--- src/mwrf_pkg.sv ---
// shared types, constants and crc function for the modbus write-register framer
package mwrf_pkg;

	localparam int unsigned FRAME_LEN = 8;
	localparam int unsigned IDX_W = $clog2(FRAME_LEN);
	localparam logic [IDX_W-1:0] LAST_IDX = IDX_W'(FRAME_LEN - 1);

	localparam logic [7:0] FUNC_WRITE_SINGLE = 8'h06;
	localparam logic [7:0] SLAVE_RESET = 8'h01;
	localparam logic [15:0] CRC_INIT = 16'hFFFF;
	localparam logic [15:0] CRC_POLY = 16'hA001;

	typedef struct packed {
		logic [7:0] slave;
		logic [15:0] addr;
		logic [15:0] val;
		logic [15:0] crc;
	} frame_t;

	// crc-16/modbus update by one byte, lsb first
	function automatic logic [15:0] crc_byte(input logic [15:0] crc, input logic [7:0] b);
		logic [15:0] c;
		c = crc ^ {8'h00, b};
		for (int i = 0; i < 8; i++) begin
			c = c[0] ? ((c >> 1) ^ CRC_POLY) : (c >> 1);
		end
		return c;
	endfunction

endpackage

--- src/mwrf_crc_pipe.sv ---
// three-stage crc pipeline, two frame bytes folded into the crc per stage
module mwrf_crc_pipe (
	input  logic clk,
	input  logic arst_n,
	input  logic [7:0] slave,
	input  logic in_valid,
	output logic in_ready,
	input  logic [15:0] in_addr,
	input  logic [15:0] in_val,
	output logic out_valid,
	input  logic out_ready,
	output mwrf_pkg::frame_t out_frame
);
	import mwrf_pkg::*;

	logic v_s1, v_s2, v_s3;
	logic rdy_s1, rdy_s2, rdy_s3;
	frame_t f_s1, f_s2, f_s3;

	assign rdy_s3 = !v_s3 || out_ready;
	assign rdy_s2 = !v_s2 || rdy_s3;
	assign rdy_s1 = !v_s1 || rdy_s2;
	assign in_ready = rdy_s1;

	always_ff @(posedge clk or negedge arst_n) begin
		if (!arst_n) begin
			v_s1 <= 1'b0;
			v_s2 <= 1'b0;
			v_s3 <= 1'b0;
		end else begin
			if (rdy_s1) v_s1 <= in_valid;
			if (rdy_s2) v_s2 <= v_s1;
			if (rdy_s3) v_s3 <= v_s2;
		end
	end

	// slave address and function code
	always_ff @(posedge clk) begin
		if (rdy_s1 && in_valid) begin
			f_s1.slave <= slave;
			f_s1.addr <= in_addr;
			f_s1.val <= in_val;
			f_s1.crc <= crc_byte(crc_byte(CRC_INIT, slave), FUNC_WRITE_SINGLE);
		end
	end

	// register address bytes
	always_ff @(posedge clk) begin
		if (rdy_s2 && v_s1) begin
			f_s2.slave <= f_s1.slave;
			f_s2.addr <= f_s1.addr;
			f_s2.val <= f_s1.val;
			f_s2.crc <= crc_byte(crc_byte(f_s1.crc, f_s1.addr[15:8]), f_s1.addr[7:0]);
		end
	end

	// value bytes
	always_ff @(posedge clk) begin
		if (rdy_s3 && v_s2) begin
			f_s3.slave <= f_s2.slave;
			f_s3.addr <= f_s2.addr;
			f_s3.val <= f_s2.val;
			f_s3.crc <= crc_byte(crc_byte(f_s2.crc, f_s2.val[15:8]), f_s2.val[7:0]);
		end
	end

	assign out_valid = v_s3;
	assign out_frame = f_s3;

endmodule

--- src/mwrf_serializer.sv ---
// frame register and byte serializer
module mwrf_serializer (
	input  logic clk,
	input  logic arst_n,
	input  logic in_valid,
	output logic in_ready,
	input  mwrf_pkg::frame_t in_frame,
	output logic m_valid,
	input  logic m_ready,
	output logic [7:0] m_byte,
	output logic m_last
);
	import mwrf_pkg::*;

	frame_t frame_q;
	logic busy_q;
	logic [IDX_W-1:0] idx_q;
	logic [7:0] bytes [FRAME_LEN];
	logic take;

	assign in_ready = !busy_q || (m_ready && idx_q == LAST_IDX);
	assign take = in_valid && in_ready;

	always_ff @(posedge clk or negedge arst_n) begin
		if (!arst_n) begin
			busy_q <= 1'b0;
			idx_q <= '0;
		end else if (take) begin
			busy_q <= 1'b1;
			idx_q <= '0;
		end else if (busy_q && m_ready) begin
			if (idx_q == LAST_IDX) begin
				busy_q <= 1'b0;
			end
			idx_q <= idx_q + 1'b1;
		end
	end

	always_ff @(posedge clk) begin
		if (take) frame_q <= in_frame;
	end

	always_comb begin
		bytes[0] = frame_q.slave;
		bytes[1] = FUNC_WRITE_SINGLE;
		bytes[2] = frame_q.addr[15:8];
		bytes[3] = frame_q.addr[7:0];
		bytes[4] = frame_q.val[15:8];
		bytes[5] = frame_q.val[7:0];
		bytes[6] = frame_q.crc[7:0];
		bytes[7] = frame_q.crc[15:8];
	end

	assign m_valid = busy_q;
	assign m_byte = bytes[idx_q];
	assign m_last = (idx_q == LAST_IDX);

endmodule

--- src/modbus_write_register_framer.sv ---
// modbus rtu write-single-register framer top level
// a request crosses the crc stages and the frame register before its first byte
// bytes go one per cycle while m_axis_tready is high; a new frame is taken as
// the last byte goes; the 3-stage crc pipeline takes requests until it is full
// reset: async active low, clears all valid bits and sets slave_address to 0x01
module modbus_write_register_framer (
	input  logic clk,
	input  logic arst_n,
	input  logic slave_address_we,
	input  logic [7:0] slave_address_wdata,
	input  logic s_axis_tvalid,
	output logic s_axis_tready,
	input  logic [31:0] s_axis_tdata,  // register_address[15:0], register_value[31:16]
	output logic m_axis_tvalid,
	input  logic m_axis_tready,
	output logic [7:0] m_axis_tdata,   // frame_byte[7:0]
	output logic m_axis_tlast          // last_byte
);
	import mwrf_pkg::*;

	logic [7:0] slave_q;
	logic pipe_valid;
	logic pipe_ready;
	frame_t pipe_frame;

	always_ff @(posedge clk or negedge arst_n) begin
		if (!arst_n) begin
			slave_q <= SLAVE_RESET;
		end else if (slave_address_we) begin
			slave_q <= slave_address_wdata;
		end
	end

	mwrf_crc_pipe u_crc (
		.clk(clk),
		.arst_n(arst_n),
		.slave(slave_q),
		.in_valid(s_axis_tvalid),
		.in_ready(s_axis_tready),
		.in_addr(s_axis_tdata[15:0]),
		.in_val(s_axis_tdata[31:16]),
		.out_valid(pipe_valid),
		.out_ready(pipe_ready),
		.out_frame(pipe_frame)
	);

	mwrf_serializer u_ser (
		.clk(clk),
		.arst_n(arst_n),
		.in_valid(pipe_valid),
		.in_ready(pipe_ready),
		.in_frame(pipe_frame),
		.m_valid(m_axis_tvalid),
		.m_ready(m_axis_tready),
		.m_byte(m_axis_tdata),
		.m_last(m_axis_tlast)
	);

endmodule

--- config.mk ---
export PLATFORM = sky130hd
export DESIGN_NAME = modbus_write_register_framer
export DESIGN_NICKNAME = d
export VERILOG_FILES = /design/src/mwrf_pkg.sv /design/src/mwrf_crc_pipe.sv /design/src/mwrf_serializer.sv /design/src/modbus_write_register_framer.sv
export SDC_FILE = /design/constraint.sdc
export NUM_CORES = 1
export LEC_CHECK = 0
export ABC_AREA = 1
export BUFFER_PORTS_ARGS = -buffer_cell sky130_fd_sc_hd__buf_2
export CAP_MARGIN = 20
export CORE_AREA = 4 4 148 136
export DETAILED_ROUTE_END_ITERATION = 12
export DIE_AREA = 0 0 152 140
export MAX_ROUTING_LAYER = met4
export PLACE_DENSITY = 0.67
export SLEW_MARGIN = 20
export SYNTH_ARGS = -nofsm -noshare
export SYNTH_HDL_FRONTEND = slang
export SYNTH_SLANG_ARGS = --single-unit
--- constraint.sdc ---
create_clock -name clk -period 4.7 [get_ports clk]
set_input_delay 0.47 -clock clk [delete_from_list [all_inputs] [get_ports clk]]
set_output_delay 0.47 -clock clk [all_outputs]
set_load 0.005 [all_outputs]
# Word-level counts from Yosys, hierarchy flattened
# Cells that the tools add are included.
dict set report op_classes {
  n_addsub 1
  magnitude_cmp 1
  eq_ne 1
  n_mux 56
  bitwise 55
  n_reduce_logical 17
}
# operator count
set op_table {}
lappend op_table {{two-way mux 16 bit} 45}
lappend op_table {{inverter 2 -> 3 bit} 48}
lappend op_table {{bitwise XOR 16 x 8 -> 16 bit} 4}
lappend op_table {{two-way mux 14 bit} 3}
lappend op_table {{binary-select mux 8 bit (select 3 bit)} 1}
lappend op_table {{two-way mux 8 bit} 2}
lappend op_table {{inverter 8 -> 16 bit} 1}
lappend op_table {{logical AND 1 bit} 6}
lappend op_table {{two-way mux 3 bit} 2}
lappend op_table {{greater-or-equal comparator 4 bit, second input constant} 1}
lappend op_table {{logical NOT 1 bit} 4}
lappend op_table {{logical OR 1 bit} 4}
lappend op_table {{inverter 3 -> 4 bit} 1}
lappend op_table {{nonzero test 2 bit} 2}
lappend op_table {{adder 3 x 1 -> 3 bit, second input constant} 1}
lappend op_table {{== test 3 bit, second input constant} 1}
lappend op_table {{two-way mux 1 bit} 3}
lappend op_table {{inverter 2 bit} 1}
lappend op_table {{AND reduction 2 bit} 1}
dict set report totals {
  ff_bits 239
  output_inout_bits 11
  word_cells 156
}

# Logic depth before layout (Yosys ltp)
# Gate-level depths: netlist of the first run.
dict set report logic_depth {
  depth_word 34
  ltp_mapped 23
}

# Cells and area by module
# From an unflattened synthesis of the first run, not the netlist that was laid out.
dict set report unflattened {
  hier_cells 709
  hier_area_um2 9462.8
}
# mod instances cells_per_inst area_per_inst_um2
set by_module_without_submodules {}
lappend by_module_without_submodules {mwrf_crc_pipe 1 418 6496.2}
lappend by_module_without_submodules {mwrf_serializer 1 257 2660.1}
lappend by_module_without_submodules {modbus_write_register_framer 1 34 306.5}

# Worst setup path after synthesis of the first run
# No wires, ideal clock.
dict set report synth_timing {
  path_type {register -> register}
  startpoint {register u_ser.idx_q[0]}
  endpoint {register u_ser.frame_q, in the netlist u_ser.bytes[0], enable pin}
  setup_time_ns 0.471
  arrival_ns 3.186
  t_required_ns 4.229
  setup_slack_ns 1.043
  stages_incl_launch_ff 7
  period_less_slack_ns 3.657
  path_cell_list {dfrtp_1 > ha_1 > ha_1 > nand2_1 > nand2_1 > inv_1 > nor2_1}
}
dict set report synth_via {
  elab_chain_len 4
}
# element line_no
set synth_lines {}
lappend synth_lines {{start, declared} mwrf_serializer.sv:17} ;# logic [IDX_W-1:0] idx_q;
lappend synth_lines {{start signal, assigned} mwrf_serializer.sv:35} ;# idx_q <= idx_q + 1'b1;
lappend synth_lines {{== test 3 bit} --}
lappend synth_lines {{via m_axis_tlast} modbus_write_register_framer.sv:17} ;# output logic m_axis_tlast
lappend synth_lines {{logical AND 1 bit} mwrf_serializer.sv:21} ;# assign in_ready = !busy_q || (m_ready && idx_q == LAST_IDX);
lappend synth_lines {{logical OR 1 bit} mwrf_serializer.sv:21}
lappend synth_lines {{logical AND 1 bit} mwrf_serializer.sv:22} ;# assign take = in_valid && in_ready;
lappend synth_lines {{via u_ser.take} mwrf_serializer.sv:19} ;# logic take;
lappend synth_lines {{end signal, assigned} mwrf_serializer.sv:40} ;# if (take) frame_q <= in_frame;
lappend synth_lines {{end, declared} mwrf_serializer.sv:15} ;# frame_t frame_q;
# The timed path passes the listed nets, and every way through them passes these cells.
# A chain may end at the register's enable or synchronous reset.

# Final worst setup path of the first run
dict set report layout_timing {
  startpoint {register u_ser.idx_q[0]}
  endpoint {output m_axis_tdata[2]}
}
dict set report layout_via {
  elab_chain_len 4
}
# element line_no
set layout_lines {}
lappend layout_lines {{inverter 3 -> 4 bit (implied by the code)} mwrf_serializer.sv:55} ;# assign m_byte = bytes[idx_q];
lappend layout_lines {{binary-select mux 8 bit (select 3 bit)} mwrf_serializer.sv:55}
lappend layout_lines {{two-way mux 8 bit (implied by the code) (2 in series)} mwrf_serializer.sv:55}
lappend layout_lines {{end, declared} modbus_write_register_framer.sv:16} ;# output logic [7:0] m_axis_tdata,
# No other way between the ends. The select of a mux whose other input is x is not followed.

==> results.json, run 1 <==
{
  "clk_pin_slew_worst_paths_ns": 0.06,
  "worst_slew_pin_slew_ns": 0.882,
  "grt_pass1_vias": 4783,
  "syn_inst": 600,
  "status": "finished, final reports clean",
  "cp_top_family": "flip-flops",
  "worstPathCellList": "inv_1, o21ai_0, o22ai_1, nor2_1, a31oi_1, buf_2",
  "ant_nets": 0,
  "port-buffer-count": 55,
  "critPathSlowestCell": "dfrtp_1",
  "antenna_found_initial": 0,
  "floorplan.die_area_um2": 21300,
  "syn_to_final_growth_pct": 15.3,
  "cp.required_ns": 4.23,
  "max_freq_mhz": 314,
  "rsz0062_at_grt": "false",
  "wl_per_cell_um": 16.5,
  "nNetsFinal": 727,
  "layout-drive-gt1-share_pct": 22.3,
  "power_density_nw_per_um2": 481,
  "clk_path_buf_depth": 3,
  "drt_iter0_drc": 202,
  "design_area_um2": 10500,
  "vias": 4605,
  "gr-usage-all-layers_pct": 15.6,
  "dp_hpwl_um": 11400,
  "drv_slew": 0,
  "cts_resized": 0,
  "io_pins": 56,
  "cts_htree_levels": 1,
  "power_w": 0.00505,
  "grt_pass1_wl_um": 25700,
  "rows": 48,
  "grt_overflow": 0,
  "syn_area_um2": 9110,
  "cts_tree": "built",
  "cellLeakagePower_nw": 3.86,
  "cts_buffers": 24,
  "post-cts-setup-buffer-count": 0,
  "initial_utilization_pct": 48.6,
  "yosysUniqueCellTypes": 26,
  "cts.hold.buffers_added": 1,
  "synth_fp_nets": 647,
  "coreArea_um2": 18700,
  "clock_latency_ns": 0.50,
  "die_h_um": 140,
  "placed_cell_area_um2": 9730,
  "maxSlewHeadroom_pct": 41.1,
  "setup-violations-final": 0,
  "endpoint_kind": "output port",
  "routabilityCongestion": 0.816,
  "arrival_ns": 2.72,
  "critPathLaunchType": "register",
  "crit_type": "reg2out",
  "root_buffer": "clkbuf_16",
  "finClkSkew_ns": 0.00659,
  "drc_errors": 0,
  "hold_path.class": "in2reg",
  "dr.pass1.iters": 5,
  "synth_seq_cells": 234,
  "cts_sinks": 234,
  "finalCritPeriodShare_pct": 67.8,
  "avgSynthCellArea_um2": 15.2,
  "cp_max_fo": 29,
  "cap_violations": 0,
  "ys_warn_count": 0,
  "fin_crit_ns": 3.19,
  "r2r_setup_slack_ns": 1.67,
  "hold_violations": 0,
  "diodes": 0,
  "max_stage_delay_ns": 0.88,
  "fin_setup_tns_ns": 0,
  "worst-path-buf-inv": 2,
  "peakVddDrop_uv": 323,
  "die_x_um": 152,
  "grt_max_degree": 44,
  "wl_um": 15700,
  "routed_via_density": 4.86,
  "synth-seq-area-share_pct": 76.3
}
## final timing paths
path / start / endpoint / cells past startpoint
max in group asynchronous: arst_n / slave_q[0] / 2
max reg2reg: u_ser.idx_q[0] / u_crc.f_s2[25] / 11
min reg2reg: u_crc.out_frame[25] / u_ser.bytes[25] / 0
max: u_ser.idx_q[0] / m_axis_tdata[2] / 6
min: s_axis_tdata[4] / u_crc.f_s1[36] / 1
min in group asynchronous: arst_n / slave_q[5] / 2
## routing by layer
layer	routed length [um]	global-route usage [%]	vias to the layer above	share of wire [%]
met5	0	-	-	0
met4	382	4.64	0	2.4
met3	724	2.59	33	4.6
met2	7460	24.4	101	48
met1	7120	21.3	2186	45
li1	-	-	2285	-
## layout by cell type, fill, tap and decap left out, types with 2 or more instances in the layout
| cell | count |
|---|---|
| a31oi_1 | 2 |
| xnor2_2 | 3 |
| clkinv_1 | 5 |
| nor2_1 | 50 |
| buf_4 | 7 |
| inv_2 | 6 |
| edfxtp_1 | 219 |
| dfrtp_1 | 14 |
| o21ai_0 | 33 |
| inv_1 | 38 |
| mux2_2 | 6 |
| buf_2 | 55 |
| a21oi_1 | 6 |
| clkbuf_8 | 2 |
| nand2_4 | 3 |
| clkbuf_16 | 25 |
| nand3_4 | 3 |
| nor2_4 | 2 |
| ha_1 | 2 |
| clkinvlp_4 | 5 |
| xor2_1 | 44 |
| nand2_1 | 54 |
| clkbuf_1 | 4 |
| nand2_2 | 18 |
| a32oi_1 | 6 |
| clkinv_2 | 2 |
| xnor2_1 | 26 |
| nand3_1 | 35 |
| nand3_2 | 15 |
| o22ai_1 | 2 |
## stage by stage
step                util (%)  setup WS (ns)  hold slack [ns]  cells
finish                  56.1           1.51            0.144    948
global route            56.1           1.28            0.123    948
CTS                     56.0           1.32            0.122    947
detailed placement      51.9           1.35            0.405    902
global placement        51.9           1.45            0.405    902
floorplan                  -           1.04            0.174    600
## final cells by class
| class | count | area, um^2 |
|---|---|---|
| repair buffers | 64 | 358 |
| clock inverters | 13 | 80.1 |
| well taps | 250 | 313 |
| flip-flops and latches | 234 | 6950 |
| fillers | 1477 | 8230 |
| clock buffers | 31 | 668 |
| multi-input cells | 311 | 1970 |
| inverters | 45 | 169 |
## report_power, final
group	internal [W]	total, W	leakage, nW	switching, W
clock network	0.00101	0.00175	0.351	0.000742
logic	0.000280	0.000747	1.37	0.000467
registers	0.00246	0.00256	2.14	0.0000979
## kinds of logic after synthesis
family                   after synthesis  synth area share, %
multiplexers                           6                0.741
XOR/XNOR                              73                 7.26
adder cells (fa/ha/maj)                2                0.274
AO/OA/AOI/OAI                         49                 2.99
buffers and inverters                 55                 2.26
flip-flops                           234                 76.3
AND/OR/NAND/NOR                      181                 10.2
## cells in the mapped netlist
cell type | n | area, um^2
o22ai_1 | 2 | 12.5
xnor2_1 | 26 | 228
nand2_4 | 3 | 33.8
clkbuf_1 | 9 | 33.8
a21oi_1 | 6 | 30.0
dfrtp_1 | 14 | 350
nand2_1 | 54 | 203
ha_1 | 2 | 25.0
dfstp_2 | 1 | 26.3
nand3_4 | 3 | 52.6
nor2_1 | 52 | 195
nand3_2 | 15 | 150
o21ai_0 | 33 | 165
or2_1 | 1 | 6.26
inv_2 | 4 | 15.0
xor2_1 | 44 | 385
a31oi_1 | 2 | 12.5
clkinv_1 | 1 | 3.75
nand3_1 | 35 | 175
edfxtp_1 | 219 | 6580
nand2_2 | 18 | 113
a32oi_1 | 6 | 52.6
mux2_2 | 6 | 67.6
buf_1 | 1 | 3.75
xnor2_2 | 3 | 48.8
inv_1 | 40 | 150
## flip-flops by register name, indices dropped and copies added (netlist names), 3 cells and up
name,count
u_crc.f_s2,56
u_ser.bytes,56
u_ser.idx_q,3
u_crc.f_s1,51
u_crc.out_frame,56
slave_q,8
(Power assumes the default switching activity.)
==> run 2: changes to the inputs <==
--- a/config.mk
+++ b/config.mk
@@ -5,12 +5,12 @@
 export SDC_FILE = /design/constraint.sdc
 export NUM_CORES = 1
 export LEC_CHECK = 0
-export ABC_AREA = 1
+export ABC_AREA = 0
 export BUFFER_PORTS_ARGS = -buffer_cell sky130_fd_sc_hd__buf_2
 export CAP_MARGIN = 20
-export CORE_AREA = 4 4 148 136
+export CORE_AREA = 4 4 144 132
 export DETAILED_ROUTE_END_ITERATION = 12
-export DIE_AREA = 0 0 152 140
+export DIE_AREA = 0 0 148 136
 export MAX_ROUTING_LAYER = met4
 export PLACE_DENSITY = 0.67
 export SLEW_MARGIN = 20
==> constraint.sdc (replaced) <==
create_clock -name clk -period 3 [get_ports clk]
set_input_delay 0.3 -clock clk [delete_from_list [all_inputs] [get_ports clk]]
set_output_delay 0.3 -clock clk [all_outputs]
set_load 0.005 [all_outputs]
==> results.json, run 2 <==
{
  "routabilityCongestion": 0.791,
  "crit_type": "reg2out",
  "ys_async_sr_fraction_pct": 6.41,
  "finClkSkew_ns": 0.0124,
  "critPathLaunchType": "register",
  "synth_top_family_by_area": "XOR/XNOR gates",
  "register_area_um2": 6950,
  "cap_violations": 0,
  "grt_pass1_vias": 3921,
  "synth_compound_area_share_pct": 1.73,
  "synth_edf_count": 219,
  "cts_tree": "built",
  "cellLeakagePower_nw": 3.55,
  "p_clk_share_pct": 33.8,
  "floorplan.die_area_um2": 20100,
  "port-buffer-count": 55,
  "cp_max_fo": 4,
  "final_common_cell": "edfxtp_1",
  "endpoint_kind": "output port",
  "synth_fp_nets": 469,
  "syn_inst": 422,
  "ys_warn_count": 0,
  "p_comb_share_pct": 18.3,
  "cts_buffers": 23,
  "worstPathCellList": "ha_1, ha_1, a21boi_0, and3_1, nand2_1, buf_2",
  "synth_seq_cells": 234,
  "cts_resized": 0,
  "multiInputGateArea_um2": 1610,
  "synth_area_leaders": "edfxtp_1 (76%), xnor2_1 (6.5%), dfrtp_1 (4.1%)",
  "rows": 46,
  "yosysUniqueCellTypes": 30,
  "drv_slew": 0,
  "synth-simple-area-share_pct": 1.69,
  "hold_violations": 0,
  "root_buffer": "clkbuf_16",
  "yosys.cell_count.top_type": "edfxtp_1",
  "muxShareOfSynthArea_pct": 3.97,
  "fin_setup_tns_ns": 0,
  "rsz0062_at_grt": "false",
  "syn_to_final_growth_pct": 20.3,
  "synth_top_area_share_pct": 76.5,
  "internal_power_w": 0.00647,
  "maxSlewHeadroom_pct": 50.2,
  "r2r_start": "u_ser.idx_q[0]",
  "ant_nets": 0,
  "power_density_nw_per_um2": 823,
  "grt_max_degree": 57,
  "io_pins": 56,
  "clk_path_buf_depth": 3,
  "vias": 3788,
  "setup-violations-final": 0,
  "peakVddDrop_uv": 481,
  "fin_util_pct": 59.1,
  "drc_errors": 0,
  "nNetsFinal": 581,
  "syn_area_um2": 8600,
  "coreArea_um2": 17500,
  "switchingPower_w": 0.00204,
  "grt_overflow": 0,
  "fin_crit_ns": 2.71,
  "wl_um": 13500,
  "min_from": "slave_address_wdata[0]",
  "finalCritPeriodShare_pct": 90.4,
  "synthTopCellsByCount": "edfxtp_1 (219), xnor2_1 (64), xor2_1 (19)",
  "drt_iter0_drc": 304,
  "routed_via_density": 4.79,
  "max_freq_mhz": 369,
  "antenna_found_initial": 0,
  "critPathSlowestCell": "a21boi_0",
  "initial_utilization_pct": 49.1,
  "clock_latency_ns": 0.50,
  "diodes": 0,
  "synth-seq-area-share_pct": 80.9,
  "status": "finished, final reports clean",
  "swShare_pct": 24.0,
  "dr.pass1.iters": 4,
  "die_h_um": 136,
  "max_stage_delay_ns": 0.50,
  "wl_per_cell_um": 17.0,
  "synth_xor_area_share_pct": 10.8,
  "worst_slew_pin_slew_ns": 0.747,
  "dp_hpwl_um": 8780,
  "cts_sinks": 234,
  "cp.required_ns": 2.70,
  "clk_pin_slew_worst_paths_ns": 0.06,
  "gr-usage-all-layers_pct": 14.3,
  "avgSynthCellArea_um2": 20.4,
  "power_w": 0.00851,
  "cts_htree_levels": 1,
  "p_seq_share_pct": 47.9,
  "grt_pass1_wl_um": 21500,
  "crit_path_start": "u_ser.idx_q[0]",
  "ys.flop_type": "edfxtp_1",
  "crit_top_cell": "ha_1",
  "fillers": 1334,
  "layout-drive-gt1-share_pct": 22.5,
  "yosys.area_share.adder_pct": 0.291,
  "final_cell_mix": "edfxtp_1 (219), xnor2_1 (64), buf_2 (55)",
  "arrival_ns": 2.41,
  "die_x_um": 148,
  "hold_path.class": "in2reg",
  "synth_top_area_cell": "edfxtp_1"
}
==> run 2: cell count changes after synthesis, sizes merged, moves of 24 or more <==
cell	delta
nor2	-37
inv	-39
o21ai	-29
nand2	-69
xor2	-24
xnor2	+35
nand3	-51
==> run 2: cell type report <==
| type | count | share of cell area, % |
|---|---|---|
| Clock buffer | 29 | 6.07 |
| Inverter | 5 | 0.181 |
| Multi-Input combinational cell | 174 | 15.6 |
| Timing Repair Buffer | 96 | 6.68 |
| Sequential cell | 234 | 67.2 |
| Clock inverter | 13 | 1.37 |
| Tap cell | 240 | 2.90 |
==> run 2: final timing paths <==
| path | end | slack, ns | depth (start not counted) |
|---|---|---|---|
| max | s_axis_tready | 0.29 | 6 |
| min | slave_q[0] | 0.02 | 3 |
| max reg2reg | u_crc.f_s1[16] | 0.48 | 6 |
| min reg2reg | u_ser.bytes[61] | 0.42 | 0 |
| max in group asynchronous | slave_q[0] | 2.42 | 2 |
| min in group asynchronous | u_ser.idx_q[1] | 0.25 | 2 |
==> run 2: layer usage <==
layer	global-route usage, %	part of all wire [%]
met1	20.2	47
met2	21.3	47
met3	2.63	4.3
met4	4.77	2.3
met5	-	0
==> run 2: what timing repair did <==
item / CTS / global route
endpoints found under the hold margin: 48 / 0
hold buffers: 35 / 0
setup buffers: 0 / 0
==> run 2: kinds of logic after synthesis <==
kind of cell / after synthesis
flip-flops: 234
XOR/XNOR: 92
AND/OR/NAND/NOR: 32
AO/OA/AOI/OAI: 25
multiplexers: 23
buffers and inverters: 14
adder cells (fa/ha/maj): 2
==> run 2: critical path, delay by kind of cell, from the launching register on <==
family | cells | cell delay [ns]
DFF | 1 | 0.38
adders and majority gates | 2 | 0.44
and+or+nand+nor | 2 | 0.45
buffers and inverters | 1 | 0.14
AOI/OAI and AO/OA | 1 | 0.50
==> run 2: power groups by stage <==
stage	Combinational (W)	Clock, W	Sequential [W]
after global placement	0.00151	0	0.00414
after global routing	0.00173	0.00308	0.00410
after detailed placement	0.00154	0	0.00415
after floorplan	0.00115	0	0.00410
after CTS	0.00159	0.00294	0.00408
final	0.00156	0.00288	0.00407
==> run 2: per-stage QoR <==
stage / instance area (um^2) / setup WS, ns / hold slack, ns / cells
floorplan: 8600 / 0.0198 / 0.00441 / 422
global placement: 9200 / 0.244 / 0.244 / 713
detailed placement: 9200 / 0.331 / 0.245 / 713
CTS: 10300 / 0.249 / 0.0104 / 790
global route: 10300 / 0.142 / 0.0150 / 791
finish: 10300 / 0.288 / 0.0198 / 791
